[src/rtl/core/cst_pkg.sv]
// cst_pkg: constants, request and response types, codes and the sequencer
// state type for the cookie slot tracker
// no dependencies
package cst_pkg;

  localparam int unsigned SLOTS     = 8;
  localparam int unsigned SLOT_BITS = 3;
  localparam int unsigned IdxW      = (SLOTS > 1) ? $clog2(SLOTS) : 1;
  localparam int unsigned CookieW   = 16;

  typedef enum logic [2:0] {
    REQ_ALLOC     = 3'd0,
    REQ_MARK_DONE = 3'd1,
    REQ_RELEASE   = 3'd2,
    REQ_CONSUME   = 3'd3,
    REQ_MARK_ALL  = 3'd4
  } req_type_e;

  typedef enum logic [1:0] {
    STAT_OK       = 2'd0,
    STAT_FULL     = 2'd1,
    STAT_NO_MATCH = 2'd2
  } status_e;

  typedef enum logic [2:0] {
    ST_IDLE,
    ST_SCAN,
    ST_READ,
    ST_CHECK,
    ST_REPLY
  } state_e;

  typedef struct packed {
    logic [2:0]         req_type;
    logic [CookieW-1:0] cookie_in;
    logic [CookieW-1:0] random_bits;
  } req_t;

  typedef struct packed {
    logic [1:0]         status;
    logic [CookieW-1:0] cookie_out;
    logic               done_flag;
  } rsp_t;

  // one access to the slot store per cycle
  typedef struct packed {
    logic [IdxW-1:0]    addr;
    logic               rd;
    logic               cookie_we;
    logic [CookieW-1:0] wdata;
    logic               set_occ;
    logic               clr_occ;
    logic               set_done;
    logic               clr_done;
  } store_cmd_t;

  function automatic logic slot_in_range(logic [SLOT_BITS-1:0] idx);
    return (32'(idx) < SLOTS);
  endfunction

endpackage

[src/rtl/core/cookie_slot_tracker.sv]
// cookie_slot_tracker: top level of the handle table with generation cookies
// depends on cst_pkg, cst_slot_store and cst_ctrl
//
// A table of SLOTS handles, each with an occupied flag, a done flag and a
// 16-bit cookie whose low SLOT_BITS bits are the slot index and whose upper
// bits come from the random word given with an allocate request. Requests
// are handled one at a time by a small sequencer around a single slot
// select and cookie compare unit, so the input is not ready while a request
// is in work. Allocate and mark-all-done walk the slots one per cycle:
// allocate stops at the first free slot, or after the last slot when the
// table is full, and mark-all-done always walks every slot. Mark-done,
// release and consume read the cookie memory once through its registered
// read port and then compare; a cookie whose index lies beyond the
// table, or an unknown request type, goes straight to the reply. The
// response sits in an output register, so a new request
// is taken while the previous response is still waiting to be collected.
// Every request gives exactly one response.
module cookie_slot_tracker import cst_pkg::*; (
  input  logic clk_i,
  input  logic rst_ni,
  input  logic in_valid_i,
  output logic in_ready_o,
  input  req_t in_req_i,
  output logic out_valid_o,
  input  logic out_ready_i,
  output rsp_t out_rsp_o
);

  store_cmd_t         cmd;
  logic [SLOTS-1:0]   occ;
  logic [SLOTS-1:0]   done;
  logic [CookieW-1:0] rdata;
  logic               rsp_valid;
  logic               rsp_ready;
  rsp_t               rsp;

  logic               out_valid_q, out_valid_d;
  rsp_t               out_rsp_q;

  // sequencer and shared compare unit
  cst_ctrl u_ctrl (
    .clk_i       (clk_i),
    .rst_ni      (rst_ni),
    .req_valid_i (in_valid_i),
    .req_ready_o (in_ready_o),
    .req_i       (in_req_i),
    .rsp_valid_o (rsp_valid),
    .rsp_ready_i (rsp_ready),
    .rsp_o       (rsp),
    .cmd_o       (cmd),
    .occ_i       (occ),
    .done_i      (done),
    .rdata_i     (rdata)
  );

  // slot flags and cookie memory
  cst_slot_store u_store (
    .clk_i   (clk_i),
    .rst_ni  (rst_ni),
    .cmd_i   (cmd),
    .occ_o   (occ),
    .done_o  (done),
    .rdata_o (rdata)
  );

  // output register: free when empty or being drained this cycle
  assign rsp_ready = !out_valid_q || out_ready_i;

  always_comb begin
    out_valid_d = out_valid_q;
    if (rsp_valid && rsp_ready) begin
      out_valid_d = 1'b1;
    end else if (out_ready_i) begin
      out_valid_d = 1'b0;
    end
  end

  always_ff @(posedge clk_i or negedge rst_ni) begin
    if (!rst_ni) begin
      out_valid_q <= 1'b0;
    end else begin
      out_valid_q <= out_valid_d;
    end
  end

  // response payload, loaded only when the register takes a new response
  always_ff @(posedge clk_i) begin
    if (rsp_valid && rsp_ready) begin
      out_rsp_q <= rsp;
    end
  end

  assign out_valid_o = out_valid_q;
  assign out_rsp_o   = out_rsp_q;

endmodule

[src/rtl/core/cst_slot_store.sv]
// cst_slot_store: occupied and done flags per slot plus the cookie memory
// depends on cst_pkg
module cst_slot_store import cst_pkg::*; (
  input  logic               clk_i,
  input  logic               rst_ni,
  input  store_cmd_t         cmd_i,
  output logic [SLOTS-1:0]   occ_o,
  output logic [SLOTS-1:0]   done_o,
  output logic [CookieW-1:0] rdata_o
);

  logic [SLOTS-1:0]   occ_q, occ_d;
  logic [SLOTS-1:0]   done_q, done_d;
  logic [CookieW-1:0] mem [SLOTS];
  logic [CookieW-1:0] rdata_q;

  always_comb begin
    occ_d  = occ_q;
    done_d = done_q;
    if (cmd_i.set_occ) begin
      occ_d[cmd_i.addr] = 1'b1;
    end else if (cmd_i.clr_occ) begin
      occ_d[cmd_i.addr] = 1'b0;
    end
    if (cmd_i.set_done) begin
      done_d[cmd_i.addr] = 1'b1;
    end else if (cmd_i.clr_done) begin
      done_d[cmd_i.addr] = 1'b0;
    end
  end

  always_ff @(posedge clk_i or negedge rst_ni) begin
    if (!rst_ni) begin
      occ_q  <= '0;
      done_q <= '0;
    end else begin
      occ_q  <= occ_d;
      done_q <= done_d;
    end
  end

  // cookie memory, registered read
  always_ff @(posedge clk_i) begin
    if (cmd_i.cookie_we) begin
      mem[cmd_i.addr] <= cmd_i.wdata;
    end
  end

  always_ff @(posedge clk_i) begin
    if (cmd_i.rd) begin
      rdata_q <= mem[cmd_i.addr];
    end
  end

  assign occ_o   = occ_q;
  assign done_o  = done_q;
  assign rdata_o = rdata_q;

endmodule

[src/rtl/core/cst_ctrl.sv]
// cst_ctrl: sequencer with the shared slot index and cookie compare unit
// depends on cst_pkg; drives cst_slot_store
module cst_ctrl import cst_pkg::*; (
  input  logic               clk_i,
  input  logic               rst_ni,
  input  logic               req_valid_i,
  output logic               req_ready_o,
  input  req_t               req_i,
  output logic               rsp_valid_o,
  input  logic               rsp_ready_i,
  output rsp_t               rsp_o,
  output store_cmd_t         cmd_o,
  input  logic [SLOTS-1:0]   occ_i,
  input  logic [SLOTS-1:0]   done_i,
  input  logic [CookieW-1:0] rdata_i
);

  state_e          state_q, state_d;
  req_t            req_q, req_d;
  rsp_t            rsp_q, rsp_d;
  logic [IdxW-1:0] cnt_q, cnt_d;

  logic            req_fire;
  logic [IdxW-1:0] cookie_slot;
  logic [IdxW-1:0] slot;
  logic            slot_occ;
  logic            slot_done;
  logic            cookie_hit;
  logic            scan_last;

  assign req_fire    = req_valid_i && (state_q == ST_IDLE);
  assign cookie_slot = IdxW'(req_q.cookie_in[SLOT_BITS-1:0]);

  // shared unit: slot select and compare
  assign slot       = (state_q == ST_SCAN) ? cnt_q : cookie_slot;
  assign slot_occ   = occ_i[slot];
  assign slot_done  = done_i[slot];
  assign cookie_hit = slot_occ && (rdata_i == req_q.cookie_in);
  assign scan_last  = (cnt_q == IdxW'(SLOTS - 1));

  // next state
  always_comb begin
    state_d = state_q;
    case (state_q)
      ST_IDLE: begin
        if (req_fire) begin
          case (req_i.req_type)
            REQ_ALLOC, REQ_MARK_ALL: state_d = ST_SCAN;
            REQ_MARK_DONE, REQ_RELEASE, REQ_CONSUME: begin
              state_d = slot_in_range(req_i.cookie_in[SLOT_BITS-1:0]) ? ST_READ : ST_REPLY;
            end
            default: state_d = ST_REPLY;
          endcase
        end
      end
      ST_SCAN: begin
        if (scan_last || (req_q.req_type == REQ_ALLOC && !slot_occ)) begin
          state_d = ST_REPLY;
        end
      end
      ST_READ:  state_d = ST_CHECK;
      ST_CHECK: state_d = ST_REPLY;
      ST_REPLY: begin
        if (rsp_ready_i) begin
          state_d = ST_IDLE;
        end
      end
      default: state_d = ST_IDLE;
    endcase
  end

  // outputs, store commands and datapath registers
  always_comb begin
    req_ready_o = (state_q == ST_IDLE);
    rsp_valid_o = (state_q == ST_REPLY);
    req_d       = req_q;
    rsp_d       = rsp_q;
    cnt_d       = cnt_q;
    cmd_o       = '0;
    cmd_o.addr  = slot;
    cmd_o.wdata = {req_q.random_bits[CookieW-1:SLOT_BITS], SLOT_BITS'(cnt_q)};
    case (state_q)
      ST_IDLE: begin
        if (req_fire) begin
          req_d = req_i;
          cnt_d = '0;
          rsp_d.status     = STAT_NO_MATCH;
          rsp_d.cookie_out = '0;
          rsp_d.done_flag  = (req_i.req_type == REQ_CONSUME);
        end
      end
      ST_SCAN: begin
        if (req_q.req_type == REQ_ALLOC) begin
          if (!slot_occ) begin
            cmd_o.cookie_we  = 1'b1;
            cmd_o.set_occ    = 1'b1;
            cmd_o.clr_done   = 1'b1;
            rsp_d.status     = STAT_OK;
            rsp_d.cookie_out = cmd_o.wdata;
          end else if (scan_last) begin
            rsp_d.status = STAT_FULL;
          end
        end else begin
          cmd_o.set_done = slot_occ;
          if (scan_last) begin
            rsp_d.status = STAT_OK;
          end
        end
        cnt_d = cnt_q + 1'b1;
      end
      ST_READ: begin
        cmd_o.rd = 1'b1;
      end
      ST_CHECK: begin
        if (cookie_hit) begin
          rsp_d.status    = STAT_OK;
          rsp_d.done_flag = 1'b0;
          case (req_q.req_type)
            REQ_MARK_DONE: cmd_o.set_done = 1'b1;
            REQ_RELEASE: begin
              cmd_o.clr_occ  = 1'b1;
              cmd_o.clr_done = 1'b1;
            end
            REQ_CONSUME: begin
              rsp_d.done_flag = slot_done;
              cmd_o.clr_occ   = slot_done;
              cmd_o.clr_done  = slot_done;
            end
            default: ;
          endcase
        end
      end
      default: ;
    endcase
  end

  always_ff @(posedge clk_i or negedge rst_ni) begin
    if (!rst_ni) begin
      state_q <= ST_IDLE;
      cnt_q   <= '0;
    end else begin
      state_q <= state_d;
      cnt_q   <= cnt_d;
    end
  end

  always_ff @(posedge clk_i) begin
    req_q <= req_d;
    rsp_q <= rsp_d;
  end

  assign rsp_o = rsp_q;

  a_reply_holds: assert property (@(posedge clk_i) disable iff (!rst_ni)
    (state_q == ST_REPLY && !rsp_ready_i) |=> (state_q == ST_REPLY))
    else $error("reply dropped before hand-off");

  a_read_then_check: assert property (@(posedge clk_i) disable iff (!rst_ni)
    (state_q == ST_READ) |=> (state_q == ST_CHECK))
    else $error("cookie compare skipped after read");

  a_write_only_on_alloc: assert property (@(posedge clk_i) disable iff (!rst_ni)
    cmd_o.cookie_we |-> (state_q == ST_SCAN && req_q.req_type == REQ_ALLOC && !slot_occ))
    else $error("cookie write outside an allocate");

  a_no_set_clear: assert property (@(posedge clk_i) disable iff (!rst_ni)
    !(cmd_o.set_occ && cmd_o.clr_occ) && !(cmd_o.set_done && cmd_o.clr_done))
    else $error("slot flag set and cleared together");

endmodule

[config.mk]
export PLATFORM = sky130hd
export DESIGN_NAME = cookie_slot_tracker
export DESIGN_NICKNAME = d
export VERILOG_FILES = /design/src/rtl/core/cst_pkg.sv /design/src/rtl/core/cookie_slot_tracker.sv /design/src/rtl/core/cst_slot_store.sv /design/src/rtl/core/cst_ctrl.sv
export SDC_FILE = /design/constraint.sdc
export NUM_CORES = 1
export LEC_CHECK = 0
export BUFFER_PORTS_ARGS = -buffer_cell sky130_fd_sc_hd__buf_2
export CORE_UTILIZATION = 40
export DETAILED_ROUTE_END_ITERATION = 7
export PLACE_DENSITY = 0.59
export SLEW_MARGIN = 20
export SYNTH_ARGS = -nofsm -noshare
export SYNTH_HDL_FRONTEND = slang
export SYNTH_SLANG_ARGS = --single-unit
[constraint.sdc]
create_clock -name clk_i -period 3.7 [get_ports clk_i]
set_clock_uncertainty 0.05 [all_clocks]
set_input_delay 0.555 -clock clk_i [delete_from_list [all_inputs] [get_ports clk_i]]
set_output_delay 0.555 -clock clk_i [all_outputs]
set_load 0.01 [all_outputs]
==> impl_metrics.ini <==
[flow_run]
max_cap_viol_count = 0

[timing]
slew_headroom_pct = 30.25
tns_ps = 0
finalSetupViolations = 0
worstMarginPinSlew_ps = 1043
worst_hold_slack_ps = 148.1
fmax_mhz = 283.7
rsz0062_at_grt = false
post-route-period-util_pct = 95.27
drv_slew = 0
hold_viol_final = 0
post-route-min-period_ps = 3525

[yosys]
ys_seq_elements = 237
synthCells = 556
synth_seq_area_share_pct = 76.96
syn_nets = 597
synth_top_area_share_pct = 70.64
synth_edf_count = 214
syn-cell-area_um2 = 9097
async_flop_share_pct = 9.705
yosys_most_used_dff = edfxtp_1
yosysTopAreaCell = edfxtp_1
yosys.cell_types.count = 53
ys_warn_count = 0
synth.top_cells.by_area = edfxtp_1, dfrtp_1, a22oi_1
synth.avg_cell_area_um2 = 16.36

[cells_and_area]
nets = 683
regArea_um2 = 7002
final_common_cell = edfxtp_1
n_fill_cell = 1845
final_cell_mix = edfxtp_1, buf_2, a22oi_1
antenna_cells = 0
area.growth.synth_to_final_pct = 17.55
drive_gt1_share_pct = 21.33
multi_input_area_um2 = 1921

[pwr]
combPwrFrac_pct = 20.1
seq_power_share_pct = 47.8
p_sw_uw = 2256
p_leak_uw = 0.003747
pwr-share-clk_pct = 32.1
internal-power_uw = 5560
p_per_area_nw_per_um2 = 730.9
ir_drop_mv = 0.3810
switching_share_pct = 28.87

[cts]
cts_buffers = 25
htree_levels = 1
path_clk_slew_ps = 60
ctsRootBufferMaster = clkbuf_16
cts_buffer_depth = 3
clock-sinks = 237
cts_tree = done
clk_latency_ps = 530

[place]
gp_congestion = 0.8674
port_buffers = 56
dp_hpwl_mm = 12.07

[critical_path]
path_delay_family = simple AND/OR/NAND/NOR gates
crit_path_cell_trace = or3b_1, a211oi_1, a2111oi_0, or4_1, or3b_1, o21ai_4, o21ai_0
path_buf_inv = 0
critPathMaxFanout = 12
critical_path_class = flop to flop
arrival_ps = 3870
cp_slowest_cell = or4_1
r2r_start = u_ctrl.state_q[2]$_DFFE_PN0P_
cp_slowest_stage_delay_ps = 680
cp-startpoint = u_ctrl.state_q[2]$_DFFE_PN0P_
cp-start-kind = flop
path_common_cell = or3b_1
crit_required_ps = 4050
rrSetupSlack_ps = 170
critPathCaptureType = flop

[routing]
vias = 5101
wl_per_cell_um = 21.02
drtIter0Drc = 416
wl_mm = 19.78
drc = 9
ant_nets = 0
viasPerCell = 5.421
first_pass_iters = 7

[floorplanning]
initial_core_util_pct = 41.18
ios = 60
die_width_um = 152.8
dieArea_um2 = 23350
die_h_um = 152.8
num_rows = 54
core_area_um2 = 22090

[global_routing]
grt_pass1_wl_mm = 30.04
grt_pass1_vias = 5073
antenna_found_initial = 1
grt_max_degree = 29
grt-ovfl-total = 0
grt_util_all_layers_pct = 17.17

[min_path]
hp-start = in_req_i[26]
hold_path_class = input port to flop

[run_status]
violations = DRC
outcome = finished with violations
==> final timing paths <==
path | to | depth (start not counted)
hold reg to reg | out_rsp_o[11]$_DFFE_PP_ | 0
max in group asynchronous | u_ctrl.cnt_q[2]$_DFFE_PN0P_ | 2
setup / recovery | flop | 7
hold / removal | u_ctrl.req_q[26]$_DFFE_PP_ | 1
setup reg to reg | flop | 7
min in group asynchronous | async pin | 2
==> flip-flops by register name, summed over array words and instances (netlist names), named ones only <==
register	flops
out_rsp_o	19
out_valid_o	1
u_ctrl.cmd_o	13
u_ctrl.cnt_q	3
u_ctrl.cookie_slot	3
u_ctrl.req_q	16
u_ctrl.rsp_o	19
u_ctrl.state_q	3
u_store.mem	128
u_store.rdata_o	16
==> synth_stat cells, types with 11 or more instances <==
library cell and instances:
o2111ai_1 16, edfxtp_1 214, and2_1 15, mux2i_1 21, nor2_1 29, dfrtp_1 23, a21oi_1 11, clkbuf_1 18
o21ai_0 15, inv_1 19, nand2_1 15, a22oi_1 49
==> timing repair <==
item	4_1_cts	5_1_grt
buffers inserted	0	0
hold buffers	1	0
hold endpoints to repair	23	0
resized for setup	0	0
==> power by group through the flow <==
stage	registers (µW)	logic (µW)	clock network (µW)
after floorplan	3730	987	0
after global placement	3770	1540	0
after detailed placement	3790	1580	0
after CTS	3740	1590	2560
after global routing	3780	1730	2660
final	3740	1570	2510
==> stage by stage <==
stage / std cells / util (%) / setup WS [ps] / area [µm²] / power (µW)
6_report: 941 / 48.40 / 174.9 / 10690 / 7817
5_1_grt: 941 / 48.40 / 5.625 / 10690 / 8161
4_1_cts: 941 / 48.40 / 219.9 / 10690 / 7886
3_5_place_dp: 894 / 44.58 / 202.0 / 9849 / 5369
3_3_place_gp: 894 / 44.58 / 288.5 / 9849 / 5319
2_1_floorplan: 556 / - / 232.2 / 9097 / 4716
==> final cells by class <==
| cell class | count | share of cell area, % |
|---|---|---|
| Tap cell | 280 | 3.276 |
| Timing Repair Buffer | 87 | 4.820 |
| Clock buffer | 32 | 6.283 |
| Clock inverter | 14 | 1.521 |
| Inverter | 19 | 0.6669 |
| Multi-Input combinational cell | 272 | 17.96 |
| Sequential cell | 237 | 65.47 |
==> worst reg2reg max path, cell delays in order (launching register included) <==
cell and delay, ps:
dfrtp_1 480, or3b_1 650, a211oi_1 310, a2111oi_0 100, or4_1 680, or3b_1 630, o21ai_4 370, o21ai_0 130
==> kinds of logic after synthesis <==
group | count (synthesis) | share of synthesized area, %
compound gates | 123 | 10.05
simple gates | 106 | 6.161
flops | 237 | 76.96
fa+ha+maj | 2 | 0.2750
mux | 25 | 2.833
xor+xnor | 16 | 1.540
buf+inv | 47 | 2.173
==> per-layer routing <==
metal	wire length (µm)	GRT usage, %
met1	8553	22.96
met2	9492	28.77
met3	1312	2.920
met4	423	5.243
met5	0	0
Note: power is estimated with default switching activity, not from simulation.
